==> src/rtl/core/aic_pkg.sv <==
package aic_pkg;

   localparam int unsigned WordWidth = 32;
   localparam int unsigned KindWidth = 8;

   typedef logic [KindWidth-1:0] kind_type;

   localparam logic [3:0] CondNever  = 4'b1111;
   localparam logic [3:0] CondAlways = 4'b1110;
   localparam logic [3:0] CpSingle   = 4'b1010;
   localparam logic [3:0] CpDouble   = 4'b1011;
   localparam logic [7:0] CpyTop     = 8'b00011010;
   localparam logic [4:0] Misc10     = 5'b10010;

   localparam kind_type K_UNDEF = 8'd0;
   localparam kind_type K_MRS = 8'd1, K_MSR_REG = 8'd2, K_CLZ = 8'd3, K_BX = 8'd4;
   localparam kind_type K_BLX2 = 8'd5, K_QADD = 8'd6, K_QSUB = 8'd7, K_QDADD = 8'd8;
   localparam kind_type K_QDSUB = 8'd9, K_BKPT = 8'd10, K_SMLAXY = 8'd11;
   localparam kind_type K_SMLALXY = 8'd12, K_SMLAWY = 8'd13, K_SMULXY = 8'd14;
   localparam kind_type K_SMULWY = 8'd15, K_STRD = 8'd16, K_MUL = 8'd17, K_MLA = 8'd18;
   localparam kind_type K_UMAAL = 8'd19, K_UMULL = 8'd20, K_UMLAL = 8'd21;
   localparam kind_type K_SMULL = 8'd22, K_SMLAL = 8'd23, K_SWP = 8'd24, K_SWPB = 8'd25;
   localparam kind_type K_LDREX = 8'd26, K_STREX = 8'd27, K_LDRH = 8'd28;
   localparam kind_type K_STRH = 8'd29, K_LDRSB = 8'd30, K_LDRD = 8'd31;
   localparam kind_type K_LDRSH = 8'd32, K_PLD = 8'd33, K_CPS = 8'd34, K_RFE = 8'd35;
   localparam kind_type K_SRS = 8'd36, K_BLX1 = 8'd37, K_LDC2 = 8'd38, K_STC2 = 8'd39;
   localparam kind_type K_CDP2 = 8'd40, K_MRC2 = 8'd41, K_MCR2 = 8'd42;
   localparam kind_type K_AND = 8'd43;
   localparam kind_type K_TST = 8'd51, K_TSTP = 8'd52;
   localparam kind_type K_ORR = 8'd59;
   localparam kind_type K_STR = 8'd63, K_LDR = 8'd64, K_STRB = 8'd65, K_LDRB = 8'd66;
   localparam kind_type K_STRT = 8'd67, K_LDRT = 8'd68, K_STRBT = 8'd69;
   localparam kind_type K_LDRBT = 8'd70;
   localparam kind_type K_FCMPEZS = 8'd71, K_FCMPES = 8'd72, K_FABSS = 8'd73;
   localparam kind_type K_FSITOS = 8'd74, K_FTOSIS = 8'd75, K_FSQRTS = 8'd76;
   localparam kind_type K_FTOUIS = 8'd77, K_FADDS = 8'd78, K_FCMPS = 8'd79;
   localparam kind_type K_FUITOS = 8'd80, K_FCMPZS = 8'd81, K_FCPYS = 8'd82;
   localparam kind_type K_FNEGS = 8'd83, K_FDIVS = 8'd84, K_FMACS = 8'd85;
   localparam kind_type K_FNMACS = 8'd86, K_FNMSCS = 8'd87, K_FNMULS = 8'd88;
   localparam kind_type K_FMRS = 8'd89, K_FMSTAT = 8'd90, K_FMRX = 8'd91;
   localparam kind_type K_FMSCS = 8'd92, K_FMSR = 8'd93, K_FMULS = 8'd94;
   localparam kind_type K_FMXR = 8'd95, K_FSUBS = 8'd96;
   localparam kind_type K_FMACD = 8'd97, K_FMDLR = 8'd98, K_FNMACD = 8'd99;
   localparam kind_type K_FDIVD = 8'd100, K_FMULD = 8'd101, K_FMDHR = 8'd102;
   localparam kind_type K_FNMULD = 8'd103, K_FMSCD = 8'd104, K_FMRDL = 8'd105;
   localparam kind_type K_FNMSCD = 8'd106, K_FLDD = 8'd107, K_FABSD = 8'd108;
   localparam kind_type K_FSQRTD = 8'd109, K_FCMPED = 8'd110, K_FCMPEZD = 8'd111;
   localparam kind_type K_FCVTSD = 8'd112, K_FCVTDS = 8'd113, K_FSITOD = 8'd114;
   localparam kind_type K_FTOUID = 8'd115, K_FTOSID = 8'd116, K_FCMPD = 8'd117;
   localparam kind_type K_FCMPZD = 8'd118, K_FCPYD = 8'd119, K_FNEGD = 8'd120;
   localparam kind_type K_FUITOD = 8'd121, K_FADDD = 8'd122, K_FMRDH = 8'd123;
   localparam kind_type K_FSUBD = 8'd124;
   localparam kind_type K_SSAT = 8'd125, K_USAT = 8'd126, K_PKHBT = 8'd127;
   localparam kind_type K_PKHTB = 8'd128, K_SEL = 8'd129, K_QADD16 = 8'd130;
   localparam kind_type K_QADD8 = 8'd131, K_QSUB16 = 8'd132, K_QSUB8 = 8'd133;
   localparam kind_type K_QSUBADDX = 8'd134, K_REV = 8'd135, K_REV16 = 8'd136;
   localparam kind_type K_SXTH = 8'd137, K_SXTAH = 8'd138, K_SSAT16 = 8'd139;
   localparam kind_type K_SXTB = 8'd140, K_SXTAB = 8'd141, K_SXTB16 = 8'd142;
   localparam kind_type K_SXTAB16 = 8'd143, K_UADDSUBX = 8'd144, K_UADD16 = 8'd145;
   localparam kind_type K_UADD8 = 8'd146, K_USUB16 = 8'd147, K_USUB8 = 8'd148;
   localparam kind_type K_USUBADDX = 8'd149, K_UQADD16 = 8'd150, K_UQADD8 = 8'd151;
   localparam kind_type K_REVSH = 8'd152, K_SADD16 = 8'd153, K_SADD8 = 8'd154;
   localparam kind_type K_SADDSUBX = 8'd155, K_SSUB16 = 8'd156, K_SSUB8 = 8'd157;
   localparam kind_type K_SSUBADDX = 8'd158, K_UQADDSUBX = 8'd159;
   localparam kind_type K_UQSUB16 = 8'd160, K_UQSUB8 = 8'd161, K_UQSUBADDX = 8'd162;
   localparam kind_type K_USAT16 = 8'd163, K_UXTB = 8'd164, K_UXTAB = 8'd165;
   localparam kind_type K_UXTB16 = 8'd166, K_UXTAB16 = 8'd167;
   localparam kind_type K_SHADD16 = 8'd168, K_SHADD8 = 8'd169, K_SHADDSUBX = 8'd170;
   localparam kind_type K_SHSUB16 = 8'd171, K_SHSUB8 = 8'd172, K_SHSUBADDX = 8'd173;
   localparam kind_type K_UHADD16 = 8'd174, K_UHADD8 = 8'd175, K_UHADDSUBX = 8'd176;
   localparam kind_type K_UHSUB16 = 8'd177, K_UHSUB8 = 8'd178, K_UHSUBADDX = 8'd179;
   localparam kind_type K_UXTH = 8'd180, K_UXTAH = 8'd181, K_SMUAD = 8'd182;
   localparam kind_type K_SMLAD = 8'd183, K_SMLALD = 8'd184, K_SMLSD = 8'd185;
   localparam kind_type K_SMUSD = 8'd186, K_SMLSLD = 8'd187, K_SMMUL = 8'd188;
   localparam kind_type K_SMMLA = 8'd189, K_SMMLS = 8'd190, K_USAD8 = 8'd191;
   localparam kind_type K_USADA8 = 8'd192, K_MCRR2 = 8'd193, K_MCRR = 8'd194;
   localparam kind_type K_FSTS = 8'd195, K_FSTMS = 8'd196, K_FSTD = 8'd197;
   localparam kind_type K_FSTMX = 8'd198, K_FSTMD = 8'd199, K_STC = 8'd200;
   localparam kind_type K_MRRC2 = 8'd201, K_MRRC = 8'd202, K_FLDS = 8'd203;
   localparam kind_type K_FLDMS = 8'd204, K_FLDMX = 8'd205, K_FLDMD = 8'd206;
   localparam kind_type K_LDC = 8'd207, K_CPY = 8'd208, K_MSR_IMM = 8'd209;
   localparam kind_type K_LDM1 = 8'd210, K_STM1 = 8'd211, K_STM2 = 8'd212;
   localparam kind_type K_LDM2 = 8'd213, K_LDM3 = 8'd214, K_BL = 8'd215, K_B = 8'd216;
   localparam kind_type K_SWI = 8'd217, K_MRC = 8'd218, K_MCR = 8'd219, K_CDP = 8'd220;

   // data processing: AND..RSC run 43..50, TST..CMNP interleave, ORR..MVN run 59..62
   function automatic kind_type alu_kind(input logic [3:0] op);
      kind_type k;
      if (op < 4'd8) k = K_AND + kind_type'(op);
      else if (op < 4'd12) k = K_TST + kind_type'({op[1:0], 1'b0});
      else k = K_ORR + kind_type'(op[1:0]);
      return k;
   endfunction

   function automatic kind_type dec_alu(input logic [31:0] w);
      kind_type k;
      if (w[24:23] != 2'b10 || w[20]) k = alu_kind(w[24:21]);
      else if (w[15:12] == 4'hF) k = K_TSTP + kind_type'({w[22:21], 1'b0});
      else k = K_UNDEF;
      return k;
   endfunction

   function automatic kind_type dec_misc(input logic [31:0] w);
      logic [4:0] hi;
      logic [3:0] lo;
      kind_type k;
      hi = w[24:20];
      lo = w[7:4];
      k = K_UNDEF;
      case (lo)
         4'h0: begin
            if (hi == 5'h10 || hi == 5'h14) k = K_MRS;
            if (hi == 5'h12 || hi == 5'h16) k = K_MSR_REG;
         end
         4'h1: begin
            if (hi == 5'h16) k = K_CLZ;
            if (hi == 5'h12) k = K_BX;
         end
         4'h3: if (hi == 5'h12) k = K_BLX2;
         4'h5: begin
            if (hi == 5'h10) k = K_QADD;
            if (hi == 5'h12) k = K_QSUB;
            if (hi == 5'h14) k = K_QDADD;
            if (hi == 5'h16) k = K_QDSUB;
         end
         4'h7: if (hi == Misc10 && w[31:28] == CondAlways) k = K_BKPT;
         4'h8, 4'hA, 4'hC, 4'hE: begin
            if (w[27:20] == 8'h10) k = K_SMLAXY;
            if (w[27:20] == 8'h14) k = K_SMLALXY;
            if (w[27:20] == 8'h16) k = K_SMULXY;
            if (w[27:20] == 8'h12) k = w[5] ? K_SMULWY : K_SMLAWY;
         end
         default: k = K_UNDEF;
      endcase
      return k;
   endfunction

   function automatic kind_type dec_mul(input logic [31:0] w);
      kind_type k;
      k = K_UNDEF;
      if (!w[20] && w[7:4] == 4'hF) k = K_STRD;
      else begin
         case (w[7:4])
            4'h9: begin
               case (w[24:20])
                  5'h00, 5'h01: k = K_MUL;
                  5'h02, 5'h03: k = K_MLA;
                  5'h04: k = K_UMAAL;
                  5'h08, 5'h09: k = K_UMULL;
                  5'h0A, 5'h0B: k = K_UMLAL;
                  5'h0C, 5'h0D: k = K_SMULL;
                  5'h0E, 5'h0F: k = K_SMLAL;
                  5'h10: k = K_SWP;
                  5'h14: k = K_SWPB;
                  5'h19: k = K_LDREX;
                  5'h18: k = K_STREX;
                  default: k = K_UNDEF;
               endcase
            end
            4'hB: k = w[20] ? K_LDRH : K_STRH;
            4'hD: k = w[20] ? K_LDRSB : K_LDRD;
            4'hF: k = K_LDRSH;
            default: k = K_UNDEF;
         endcase
      end
      return k;
   endfunction

   function automatic kind_type dec_uncond(input logic [31:0] w);
      kind_type k;
      k = K_UNDEF;
      if (!w[27]) begin
         if (w[26] && w[24] && w[22] && !w[21] && w[20] && w[15:12] == 4'hF) k = K_PLD;
         else if (w[26:20] == 7'b0010000 && !w[16] && !w[5]) k = K_CPS;
      end else begin
         case (w[26:25])
            2'd0: begin
               if (!w[22] && w[20] && w[11:8] == CpSingle) k = K_RFE;
               else if (w[22] && w[11:8] == 4'h5 && w[20:16] == 5'h0D) k = K_SRS;
            end
            2'd1: k = K_BLX1;
            2'd2: k = w[20] ? K_LDC2 : K_STC2;
            default: begin
               if (w[24]) k = K_UNDEF;
               else if (!w[4]) k = K_CDP2;
               else k = w[20] ? K_MRC2 : K_MCR2;
            end
         endcase
      end
      return k;
   endfunction

   function automatic kind_type dec_ldst(input logic [31:0] w);
      kind_type k;
      if (!w[24] && w[21]) k = K_STRT + kind_type'({w[22], w[20]});
      else k = K_STR + kind_type'({w[22], w[20]});
      return k;
   endfunction

   function automatic kind_type dec_vfps(input logic [31:0] w);
      logic [7:0] key;
      logic [3:0] mid;
      kind_type k;
      key = {w[24], w[23], w[21], w[20], w[7:4]};
      mid = w[19:16];
      k = K_UNDEF;
      case (key)
         8'h7C, 8'h7E: begin
            case (mid)
               4'h5: k = (key == 8'h7C) ? K_FCMPEZS : K_UNDEF;
               4'h4: k = K_FCMPES;
               4'h0: k = K_FABSS;
               4'h8: k = K_FSITOS;
               4'hD: k = K_FTOSIS;
               4'h1: k = K_FSQRTS;
               4'hC: k = K_FTOUIS;
               default: k = K_UNDEF;
            endcase
         end
         8'h74, 8'h76: begin
            case (mid)
               4'h4: k = K_FCMPS;
               4'h8: k = K_FUITOS;
               4'h5: k = K_FCMPZS;
               4'hD: k = K_FTOSIS;
               4'h0: k = K_FCPYS;
               4'h1: k = K_FNEGS;
               4'hC: k = K_FTOUIS;
               default: k = K_UNDEF;
            endcase
         end
         8'h30, 8'h32, 8'h38, 8'h3A: k = K_FADDS;
         8'h40, 8'h42, 8'h48, 8'h4A: k = K_FDIVS;
         8'h00, 8'h02, 8'h08, 8'h0A: k = K_FMACS;
         8'h04, 8'h06, 8'h0C, 8'h0E: k = K_FNMACS;
         8'h14, 8'h16, 8'h1C, 8'h1E: k = K_FNMSCS;
         8'h24, 8'h26, 8'h2C, 8'h2E: k = K_FNMULS;
         8'h10, 8'h12, 8'h18, 8'h1A: k = K_FMSCS;
         8'h20, 8'h22, 8'h28, 8'h2A: k = K_FMULS;
         8'h34, 8'h36, 8'h3C, 8'h3E: k = K_FSUBS;
         8'h11, 8'h19: if (!w[22]) k = K_FMRS;
         8'h71: if (w[22]) k = (w[19:12] == 8'h1F) ? K_FMSTAT : K_FMRX;
         8'h01, 8'h09: if (w[22]) k = K_FMSR;
         8'h61: if (w[22]) k = K_FMXR;
         default: k = K_UNDEF;
      endcase
      return k;
   endfunction

   function automatic kind_type dec_vfpd(input logic [31:0] w);
      logic [3:0] right, mid;
      logic       cpd;
      kind_type   k;
      right = w[7:4];
      mid = w[19:16];
      cpd = w[11:8] == CpDouble;
      k = K_UNDEF;
      case (w[23:20])
         4'h0: begin
            if (right == 4'h0) k = K_FMACD;
            if (right == 4'h1) k = K_FMDLR;
            if (right == 4'h4) k = K_FNMACD;
         end
         4'h8: if (right == 4'h0) k = K_FDIVD;
         4'h2: begin
            if (right == 4'h0) k = K_FMULD;
            if (right == 4'h1) k = K_FMDHR;
            if (right == 4'h4) k = K_FNMULD;
         end
         4'h1: begin
            if (right == 4'h0) k = K_FMSCD;
            else if (right == 4'h1) k = K_FMRDL;
            else if (right == 4'h4) k = K_FNMSCD;
            else if (cpd) k = K_FLDD;
         end
         4'h9: if (cpd) k = K_FLDD;
         4'hB: begin
            if (right == 4'hC) begin
               case (mid)
                  4'h0: k = K_FABSD;
                  4'h1: k = K_FSQRTD;
                  4'h4: k = K_FCMPED;
                  4'h5: k = K_FCMPEZD;
                  4'h7: begin
                     if (cpd) k = K_FCVTSD;
                     else if (w[11:8] == CpSingle) k = K_FCVTDS;
                  end
                  4'h8: k = K_FSITOD;
                  4'hC: k = K_FTOUID;
                  4'hD: k = K_FTOSID;
                  default: k = K_UNDEF;
               endcase
            end else if (right == 4'hE) begin
               if (mid == 4'h7) k = K_FCVTDS;
               if (mid == 4'h8) k = K_FSITOD;
            end else if (right == 4'h4) begin
               case (mid)
                  4'h4: k = K_FCMPD;
                  4'h5: k = K_FCMPZD;
                  4'h0: k = K_FCPYD;
                  4'h1: k = K_FNEGD;
                  4'hD: k = K_FTOSID;
                  4'hC: k = K_FTOUID;
                  4'h8: k = K_FUITOD;
                  default: k = K_UNDEF;
               endcase
            end else if (right == 4'h6 && mid == 4'h8) k = K_FUITOD;
         end
         4'h3: begin
            if (right == 4'h0) k = K_FADDD;
            if (right == 4'h1) k = K_FMRDH;
            if (right == 4'h4) k = K_FSUBD;
         end
         4'hF: begin
            if (right == 4'hC && mid == 4'h7) k = K_FCVTSD;
            else if (right == 4'hC || right == 4'h4) begin
               if (mid == 4'hD) k = K_FTOSID;
               if (mid == 4'hC) k = K_FTOUID;
            end
         end
         default: k = K_UNDEF;
      endcase
      return k;
   endfunction

   function automatic kind_type dec_media(input logic [31:0] w);
      logic rn15, ra15;
      kind_type k;
      rn15 = w[19:16] == 4'hF;
      ra15 = w[15:12] == 4'hF;
      k = K_UNDEF;
      if (!w[5] && w[24:21] == 4'h5) k = K_SSAT;
      else if (!w[5] && w[24:21] == 4'h7) k = K_USAT;
      else begin
         case ({w[24:20], w[7:4]})
            9'h089, 9'h081: k = K_PKHBT;
            9'h08D, 9'h085: k = K_PKHTB;
            9'h08B: k = K_SEL;
            9'h021: k = K_QADD16;
            9'h029, 9'h023: k = K_QADD8;
            9'h027: k = K_QSUB16;
            9'h02F: k = K_QSUB8;
            9'h025: k = K_QSUBADDX;
            9'h0B3: k = K_REV;
            9'h0BB: k = K_REV16;
            9'h0B7: k = rn15 ? K_SXTH : K_SXTAH;
            9'h0A3: k = K_SSAT16;
            9'h0A7: k = rn15 ? K_SXTB : K_SXTAB;
            9'h087: k = rn15 ? K_SXTB16 : K_SXTAB16;
            9'h053: k = K_UADDSUBX;
            9'h051: k = K_UADD16;
            9'h059: k = K_UADD8;
            9'h057: k = K_USUB16;
            9'h05F: k = K_USUB8;
            9'h055: k = K_USUBADDX;
            9'h061: k = K_UQADD16;
            9'h069: k = K_UQADD8;
            9'h0FB: k = K_REVSH;
            9'h011: k = K_SADD16;
            9'h019: k = K_SADD8;
            9'h013: k = K_SADDSUBX;
            9'h017: k = K_SSUB16;
            9'h01F: k = K_SSUB8;
            9'h015: k = K_SSUBADDX;
            9'h063: k = K_UQADDSUBX;
            9'h067: k = K_UQSUB16;
            9'h06F: k = K_UQSUB8;
            9'h065: k = K_UQSUBADDX;
            9'h0E3: k = K_USAT16;
            9'h0E7: k = rn15 ? K_UXTB : K_UXTAB;
            9'h0C7: k = rn15 ? K_UXTB16 : K_UXTAB16;
            9'h031: k = K_SHADD16;
            9'h039: k = K_SHADD8;
            9'h033: k = K_SHADDSUBX;
            9'h037: k = K_SHSUB16;
            9'h03F: k = K_SHSUB8;
            9'h035: k = K_SHSUBADDX;
            9'h071: k = K_UHADD16;
            9'h079: k = K_UHADD8;
            9'h073: k = K_UHADDSUBX;
            9'h077: k = K_UHSUB16;
            9'h07F: k = K_UHSUB8;
            9'h075: k = K_UHSUBADDX;
            9'h0F7: k = rn15 ? K_UXTH : K_UXTAH;
            9'h101, 9'h103: k = ra15 ? K_SMUAD : K_SMLAD;
            9'h141, 9'h143: k = K_SMLALD;
            9'h105, 9'h107: k = ra15 ? K_SMUSD : K_SMLSD;
            9'h145, 9'h147: k = K_SMLSLD;
            9'h151, 9'h153: k = ra15 ? K_SMMUL : K_SMMLA;
            9'h15D, 9'h15F: k = K_SMMLS;
            9'h181: k = ra15 ? K_USAD8 : K_USADA8;
            default: k = K_UNDEF;
         endcase
      end
      return k;
   endfunction

   function automatic kind_type dec_copro(input logic [31:0] w);
      logic [4:0] hi;
      logic       nv;
      kind_type   k;
      hi = w[24:20];
      nv = w[31:28] == CondNever;
      if (!w[20]) begin
         if (hi == 5'h04) k = nv ? K_MCRR2 : K_MCRR;
         else if (w[11:8] == CpSingle) k = (w[24] && !w[21]) ? K_FSTS : K_FSTMS;
         else if (w[11:8] == CpDouble && !w[22]) begin
            if (w[24] && !w[21]) k = K_FSTD;
            else k = w[0] ? K_FSTMX : K_FSTMD;
         end else k = K_STC;
      end else begin
         if (hi == 5'h05) k = nv ? K_MRRC2 : K_MRRC;
         else if (w[11:8] == CpSingle) k = (w[24] && !w[21]) ? K_FLDS : K_FLDMS;
         else if (w[11:8] == CpDouble && !w[22]) k = w[0] ? K_FLDMX : K_FLDMD;
         else k = K_LDC;
      end
      return k;
   endfunction

   function automatic kind_type classify(input logic [31:0] w);
      logic     nv;
      kind_type uk, k;
      nv = w[31:28] == CondNever;
      uk = nv ? dec_uncond(w) : K_UNDEF;
      k = K_UNDEF;
      case (w[27:25])
         3'd0: begin
            if (w[4] && w[7]) k = dec_mul(w);
            else if (w[24] && !w[23] && !w[20]) k = dec_misc(w);
            else if (!w[4] && w[27:20] == CpyTop && w[11:4] == 8'h00) k = K_CPY;
            else k = dec_alu(w);
         end
         3'd1: begin
            case ({w[24], w[23], w[21], w[20]})
               4'h8: k = K_UNDEF;
               4'hA: k = K_MSR_IMM;
               default: k = dec_alu(w);
            endcase
         end
         3'd2: k = dec_ldst(w);
         3'd3: k = w[4] ? dec_media(w) : dec_ldst(w);
         3'd4: begin
            if (nv) k = K_UNDEF;
            else if (!w[22]) k = w[20] ? K_LDM1 : K_STM1;
            else if (!w[21] && !w[20]) k = K_STM2;
            else if (!w[21] && w[20] && !w[15]) k = K_LDM2;
            else if (w[20] && w[15]) k = K_LDM3;
         end
         3'd5: k = w[24] ? K_BL : K_B;
         3'd6: k = dec_copro(w);
         default: begin
            if (w[24]) k = nv ? K_UNDEF : K_SWI;
            else if (w[4]) k = w[20] ? K_MRC : K_MCR;
            else if (w[11:8] == CpSingle) k = dec_vfps(w);
            else if (w[11:8] == CpDouble) k = dec_vfpd(w);
            else k = K_CDP;
         end
      endcase
      return (uk != K_UNDEF) ? uk : k;
   endfunction

endpackage

==> src/rtl/core/aic_if.sv <==
interface aic_req_if;
   logic                           valid;
   logic                           ready;
   logic [aic_pkg::WordWidth-1:0] instr_word;
   modport source (output valid, output instr_word, input ready);
   modport sink (input valid, input instr_word, output ready);
endinterface

interface aic_rsp_if;
   logic               valid;
   logic               ready;
   aic_pkg::kind_type instr_kind;
   logic               is_undefined;
   modport source (output valid, output instr_kind, output is_undefined, input ready);
   modport sink (input valid, input instr_kind, input is_undefined, output ready);
endinterface

==> src/rtl/core/arm_instruction_classifier_top.sv <==
// Classifies one 32-bit ARM (v5/v6 + VFP) instruction word per cycle, as long as
// the output buffer has room, into a dense instruction identifier, 0 meaning
// undefined. The word is registered, decoded by one flat pass of combinational
// logic, and the result registered into a two-entry output buffer; the request side
// stalls while the input register is loaded and the buffer's second entry is full.
module arm_instruction_classifier_top (
   input logic clock,
   input logic reset,
   aic_req_if.sink req,
   aic_rsp_if.source rsp
);

   logic                           in_vld_ff, in_vld_in;
   logic [aic_pkg::WordWidth-1:0] word_ff;
   aic_pkg::kind_type              kind;

   logic [1:0]        q_vld_ff, q_vld_in;
   aic_pkg::kind_type q_kind_ff [2];
   logic              push, pop, accept;

   assign kind = aic_pkg::classify(word_ff);

   // new words wait while the input register is loaded and the buffer is full
   assign req.ready = !(in_vld_ff && q_vld_ff[1]);
   assign accept = req.valid && req.ready;
   assign push = in_vld_ff && (!q_vld_ff[1] || pop);
   assign in_vld_in = accept || (in_vld_ff && !push);
   assign pop = rsp.valid && rsp.ready;

   always_comb begin
      q_vld_in = q_vld_ff;
      if (pop) q_vld_in = {1'b0, q_vld_ff[1]};
      if (push) begin
         if (q_vld_in[0]) q_vld_in[1] = 1'b1;
         else q_vld_in[0] = 1'b1;
      end
   end

   always_ff @(posedge clock) begin
      if (reset) begin
         in_vld_ff <= 1'b0;
         q_vld_ff <= 2'b00;
      end else begin
         in_vld_ff <= in_vld_in;
         q_vld_ff <= q_vld_in;
      end
   end

   always_ff @(posedge clock) begin
      if (accept) word_ff <= req.instr_word;
      if (pop) q_kind_ff[0] <= q_kind_ff[1];
      if (push) begin
         if ((pop ? q_vld_ff[1] : q_vld_ff[0])) q_kind_ff[1] <= kind;
         else q_kind_ff[0] <= kind;
      end
   end

   assign rsp.valid = q_vld_ff[0];
   assign rsp.instr_kind = q_kind_ff[0];
   assign rsp.is_undefined = q_kind_ff[0] == aic_pkg::K_UNDEF;

endmodule

==> src/flat_wrapper.sv <==
// flat-port wrapper written by rule: the top's interface ports become plain ports
module arm_instruction_classifier_top_flat 
  (clock, reset, req_valid, req_instr_word, req_ready, rsp_valid, rsp_instr_kind, rsp_is_undefined, rsp_ready);
  aic_req_if req_i ();
  aic_rsp_if rsp_i ();
  input logic clock;
  input logic reset;
  input wire logic [$bits(req_i.valid)-1:0] req_valid;
  input wire logic [$bits(req_i.instr_word)-1:0] req_instr_word;
  output wire logic [$bits(req_i.ready)-1:0] req_ready;
  output wire logic [$bits(rsp_i.valid)-1:0] rsp_valid;
  output wire logic [$bits(rsp_i.instr_kind)-1:0] rsp_instr_kind;
  output wire logic [$bits(rsp_i.is_undefined)-1:0] rsp_is_undefined;
  input wire logic [$bits(rsp_i.ready)-1:0] rsp_ready;
  assign req_i.valid = req_valid;
  assign req_i.instr_word = req_instr_word;
  assign req_ready = req_i.ready;
  assign rsp_valid = rsp_i.valid;
  assign rsp_instr_kind = rsp_i.instr_kind;
  assign rsp_is_undefined = rsp_i.is_undefined;
  assign rsp_i.ready = rsp_ready;
  arm_instruction_classifier_top u_core (.clock(clock), .reset(reset), .req(req_i), .rsp(rsp_i));
endmodule
==> config.mk <==
export PLATFORM = sky130hd
export DESIGN_NAME = arm_instruction_classifier_top_flat
export DESIGN_NICKNAME = d
export VERILOG_FILES = /design/src/rtl/core/aic_pkg.sv /design/src/rtl/core/aic_if.sv /design/src/rtl/core/arm_instruction_classifier_top.sv /design/src/flat_wrapper.sv
export SDC_FILE = /design/constraint.sdc
export NUM_CORES = 1
export LEC_CHECK = 0
export BUFFER_PORTS_ARGS = -buffer_cell sky130_fd_sc_hd__buf_2
export CAP_MARGIN = 20
export CORE_UTILIZATION = 30
export CTS_CLUSTER_SIZE = 40
export DETAILED_ROUTE_END_ITERATION = 6
export SKIP_LAST_GASP = 1
export SYNTH_ARGS = -nofsm -noshare
export SYNTH_HDL_FRONTEND = slang
export SYNTH_SLANG_ARGS = --single-unit
==> constraint.sdc <==
create_clock -name clock -period 3.1 [get_ports clock]
set_input_delay 0.465 -clock clock [delete_from_list [all_inputs] [get_ports clock]]
set_output_delay 0.465 -clock clock [all_outputs]
set_load 0.02 [all_outputs]
* Word level (Yosys, flattened, before mapping)
Memories as Yosys holds them, arrays and structs flattened. A register that Yosys moved wholly into a read port is not among the register bits. Index checks and enable logic that the tools add are counted.
Operators by class: $add $sub $neg 6, $mul 0, div/mod/pow operators 0, order comparisons 2, equal/unequal tests 172, shift-type cells 0, muxes and demuxes 132, bitwise operators 1, reduce and logical (&&, ||, !) cells 84
Operators by type and width (number):
- $pmux 8 s56 | 1
- $mux 8 | 47
- $eq 9x7->1 const B | 18
- $eq 9x8->1 const B | 16
- $mux 7 | 20
- $eq 8x5->1 const B | 16
- $eq 8x6->1 const B | 16
- $pmux 8 s15 | 1
- $eq 9x9->1 const B | 13
- $pmux 8 s7 | 2
- $eq 9x6->1 const B | 12
- $pmux 7 s7 | 2
- $eq 4x4->1 const B | 23
- $eq 8x7->1 const B | 10
- $pmux 8 s8 | 1
- $pmux 7 s8 | 1
- $eq 9x5->1 const B | 6
- $pmux 8 s6 | 1
- $eq 4x3->1 const B | 10
- $eq 8x4->1 const B | 5
- $reduce_or 4->1 | 10
- $logic_and 1x1->1 | 34
- $pmux 8 s4 | 1
- $mux 4 | 7
- other kinds (36) | 124
Word-level totals: bits in registers 35, bits in latches 0, RAM bits 16, memory bits (read-only) 160, output and inout port bits 11, word-level logic and storage cells 402, memories kept 2
Memory list:
- (name not given) | depth 32, width 5, rd ports 1, clocked after Yosys merged registers in 1, wr ports 0, line aic_pkg.sv:145 | case (w[24:20])
- u_core.q_kind_ff | depth 2, width 8, rd ports 2, clocked after Yosys merged registers in 0, wr ports 2, line arm_instruction_classifier_top.sv:18 | aic_pkg::kind_type q_kind_ff [2];

* Logic depth before layout (Yosys ltp)
word-level depth 14, depth in mapped cells 12

* Worst setup path after synthesis
OpenSTA, ideal clock, no wires.
kind reg-to-reg, start point register u_core.word_ff[24] in the netlist's numbering, end point memory u_core.q_kind_ff[0][3] in the netlist's numbering, data pin, setup time 0.260 ns, arrival 2.634 ns, required time 2.840 ns, slack 0.206 ns, cell stages (with the launch flop) 12, buffers on the path 4, path through edfxtp_1 buf_2 buf_2 buf_2 buf_2 nand2b_1 ha_1 and3_1 or4_1 a211oi_1 a31oi_1 mux2_2
RTL lines:
- start, declared | line arm_instruction_classifier_top.sv:14 | logic [aic_pkg::WordWidth-1:0] word_ff;
- start signal, assigned | line arm_instruction_classifier_top.sv:50 | if (accept) word_ff <= req.instr_word;
- end, declared | line arm_instruction_classifier_top.sv:18

==> results.cfg <==
[yosys]
synth_top_family_by_area = simple AND/OR/NAND/NOR gates
synth_compound_area_share_pct = 27.94
syn_nets = 829
synth_top_cell_area_share_pct = 22.12
syn-cell-area_um2 = 6108
synth-simple-area-share_pct = 35.35
synth_xor_area_share_pct = 1.434
synth-edff-count = 45
ys_async_sr_fraction_pct = 0
synth_mux_area_share_pct = 1.065
yosysMostFrequentCell = nand2_1
avgSynthCellArea_um2 = 7.821
seq_area_frac_synth_pct = 24.74
netlist_instances = 781
synth-seq-cells = 53
ys_top_cells_by_area = edfxtp_1 22%, o21ai_0 4.3%, nand2_1 3.7%
synth_warnings = 0
synthTopCellsByCount = 61 x nand2_1, 60 x nor2_1, 53 x o21ai_0
synth_top_flop_cell = edfxtp_1
synth-adder-area-share_pct = 2.458
synth_top_cell_by_area = edfxtp_1
synth_cell_type_count = 91

[drt]
drc = 0
vias = 6886
vias_per_cell = 6.237
drt-total-wl_mm = 24.27
drtIter0Drc = 977
drt_pass1_iterations = 6
wl_per_cell_um = 21.98
ant_nets = 0

[worst_setup_path]
crit_cells = 9
slowest_stage = a2111oi_0
cp.required_ps = 3160
critPathKind = register to register
crit_path_frequent_cell = buf_4
setup.worst_path.end_class = register
critPathCapture = u_core.q_kind_ff[0][0]$_DFFE_PP_
cp_num_buf_inv = 2
r2r_start = u_core.word_ff[22]$_DFFE_PP_
ff2ff_path_depth = 9
crit_fanout = 20
ff2ff_setup_slack_ps = 90
setup.worst_path.start_class = register
timing.rr.end = u_core.q_kind_ff[0][0]$_DFFE_PP_
crit_family = compound AO/OA/AOI/OAI gates
arrival_ps = 3070
crit_chain = buf_4 > buf_4 > or3_1 > o22ai_1 > a2111oi_0 > nor4_1 > a211o_1 > a211oi_1 > o21ai_1
cp_slowest_stage_delay_ps = 450
startpoint = u_core.word_ff[22]$_DFFE_PP_

[global_route]
first_global_vias = 6359
grt_overflow = 0
grtUsageTotal_pct = 23.86
grt_pass1_wl_mm = 37.33
grt_max_degree = 56
antenna_found_initial = 0

[cts]
numCtsBuffers = 5
cts.clk_slew.worst_paths_ps = 80
hold_buffers = 0
cts-root-buf = clkbuf_16
clk-insertion-delay-late_ps = 320
clock-sinks = 53
htreeDepth = 2
cts_tree = built
cts_setup_buffers = 0
clockBufferDepth = 2

[sta]
hold_violations = 0
timing.fmax_mhz = 331.9
slew_headroom_pct = 60.89
fin_skew_ps = 10.98
setup_violations = 0
tightestPinTransition_ps = 571.9
period_needed_ps = 3013
fin_tns_setup_ps = 0
slew_violations = 0
final.period_utilization_pct = 97.20
grt_setup_unrepaired = no

[layout]
multi_input_area_um2 = 4184
areaGrowthSynthToFinish_pct = 17.08
finish.utilization_pct = 36.27
layout.nets = 886
diodes = 0
layout-drive-gt1-share_pct = 19.31
nFillCells = 2037
postLayoutCellArea_um2 = 7152
register_area_um2 = 1511

[power_and_ir_drop]
p_leak_nw = 2.596
ir_drop_uv = 190.3
p_per_area_nw_per_um2 = 303.9

[placement]
placed_area_um2 = 6997
place.gp.congestion = 0.9803
dp.final_hpwl_mm = 18.10
portBuffers = 43

[floorplanning]
core_area_um2 = 19720
initial_core_util_pct = 30.98
io_pins = 47
die_h_um = 144.7
die_area_um2 = 20940
die_w_um = 144.7
rows = 51

[min_path]
hold_depth = 1
hold_path_class = input pin to register

[job]
cap_violations = 0

[run_status]
status = finished, final reports clean
[power by group]
part | internal, mW | total, mW | switching (mW) | leakage (nW)
Clock | 0.307 | 0.617 | 0.310 | 0.0680
Combinational | 0.268 | 0.702 | 0.435 | 2.03
Sequential | 0.822 | 0.854 | 0.0319 | 0.498
[how the worst min path moves through the flow]
stage / end / start / slack [ps]
after global routing: u_core.word_ff[29]$_DFFE_PP_ / req_instr_word[29] / 310
final: u_core.word_ff[6]$_DFFE_PP_ / req_instr_word[6] / 320
after floorplan: u_core.q_kind_ff[0][7]$_DFFE_PP_ / u_core.q_kind_ff[1][7]$_DFFE_PP_ / 500
after detailed placement: u_core.q_vld_ff[0]$_SDFF_PP0_ / u_core.q_vld_ff[0]$_SDFF_PP0_ / 500
after CTS: u_core.word_ff[6]$_DFFE_PP_ / req_instr_word[6] / 310
after global placement: u_core.q_vld_ff[0]$_SDFF_PP0_ / u_core.q_vld_ff[0]$_SDFF_PP0_ / 500
[per-layer routing]
| metal | GRT usage (%) | vias to the layer above | wire (µm) |
|---|---|---|---|
| met5 | 0 | - | 0 |
| met4 | 11.58 | 0 | 1122 |
| met1 | 32.96 | 3240 | 10360 |
| li1 | - | 3155 | - |
| met2 | 35.43 | 409 | 10440 |
| met3 | 4.475 | 82 | 2354 |
[placed cells by master (no fill, tap or decap), drive strengths merged, types with 5 or more instances in the layout]
cell type and n:
a2111oi 7, a211oi 14, a21boi 6, a21o 7, a21oi 42, a22oi 6
a311oi 6, a31oi 13, a41oi 6, and3 14, and3b 7, and4b 5
buf 121, clkbuf 5, dfxtp 8, edfxtp 45, ha 12, inv 16
nand2 61, nand2b 29, nand3 21, nand3b 6, nand4 17, nand4b 6
nor2 60, nor2b 17, nor3 31, nor3b 10, nor4 19, nor4b 8
o211ai 7, o21ai 58, o22ai 10, or2 9, or3 11, or4 11
xnor2 7
[kinds of logic after synthesis]
family          count (synthesis)
simple gates                  367
compound gates                246
buf+inv                        87
flops                          53
fa+ha+maj                      12
xor+xnor                       10
mux                             6
[layout make-up]
type,instances,area share [%]
multi-input cells,641,58.50
clock inverters,3,0.3674
flip-flops and latches,53,21.13
repair buffers,121,12.77
well taps,265,4.636
inverters,16,0.8397
clock buffers,5,1.749
[state kept, by name (all words and copies together), names as in the netlist, named ones only]
register,count
u_core.word_ff,29
u_core.q_kind_ff,16
u_core.q_vld_ff,2
u_core.in_vld_ff,1
[through the flow]
stage,hold slack (ps),std cells,setup slack (ps),power [mW]
2_1_floorplan,496.3,781,206.1,1.292
3_3_place_gp,501.0,1096,137.8,1.554
3_5_place_dp,500.8,1096,140.1,1.551
4_1_cts,313.3,1104,123.0,2.167
5_1_grt,309.8,1104,49.66,2.260
6_report,316.0,1104,86.80,2.173
[timing repair]
| item | 4_1_cts | 5_1_grt |
|---|---|---|
| gates resized for setup | 0 | 1 |
| setup endpoints to repair | 0 | 4 |
| hold endpoints to repair | 0 | 0 |
Note: power is estimated with default switching activity, not from simulation.
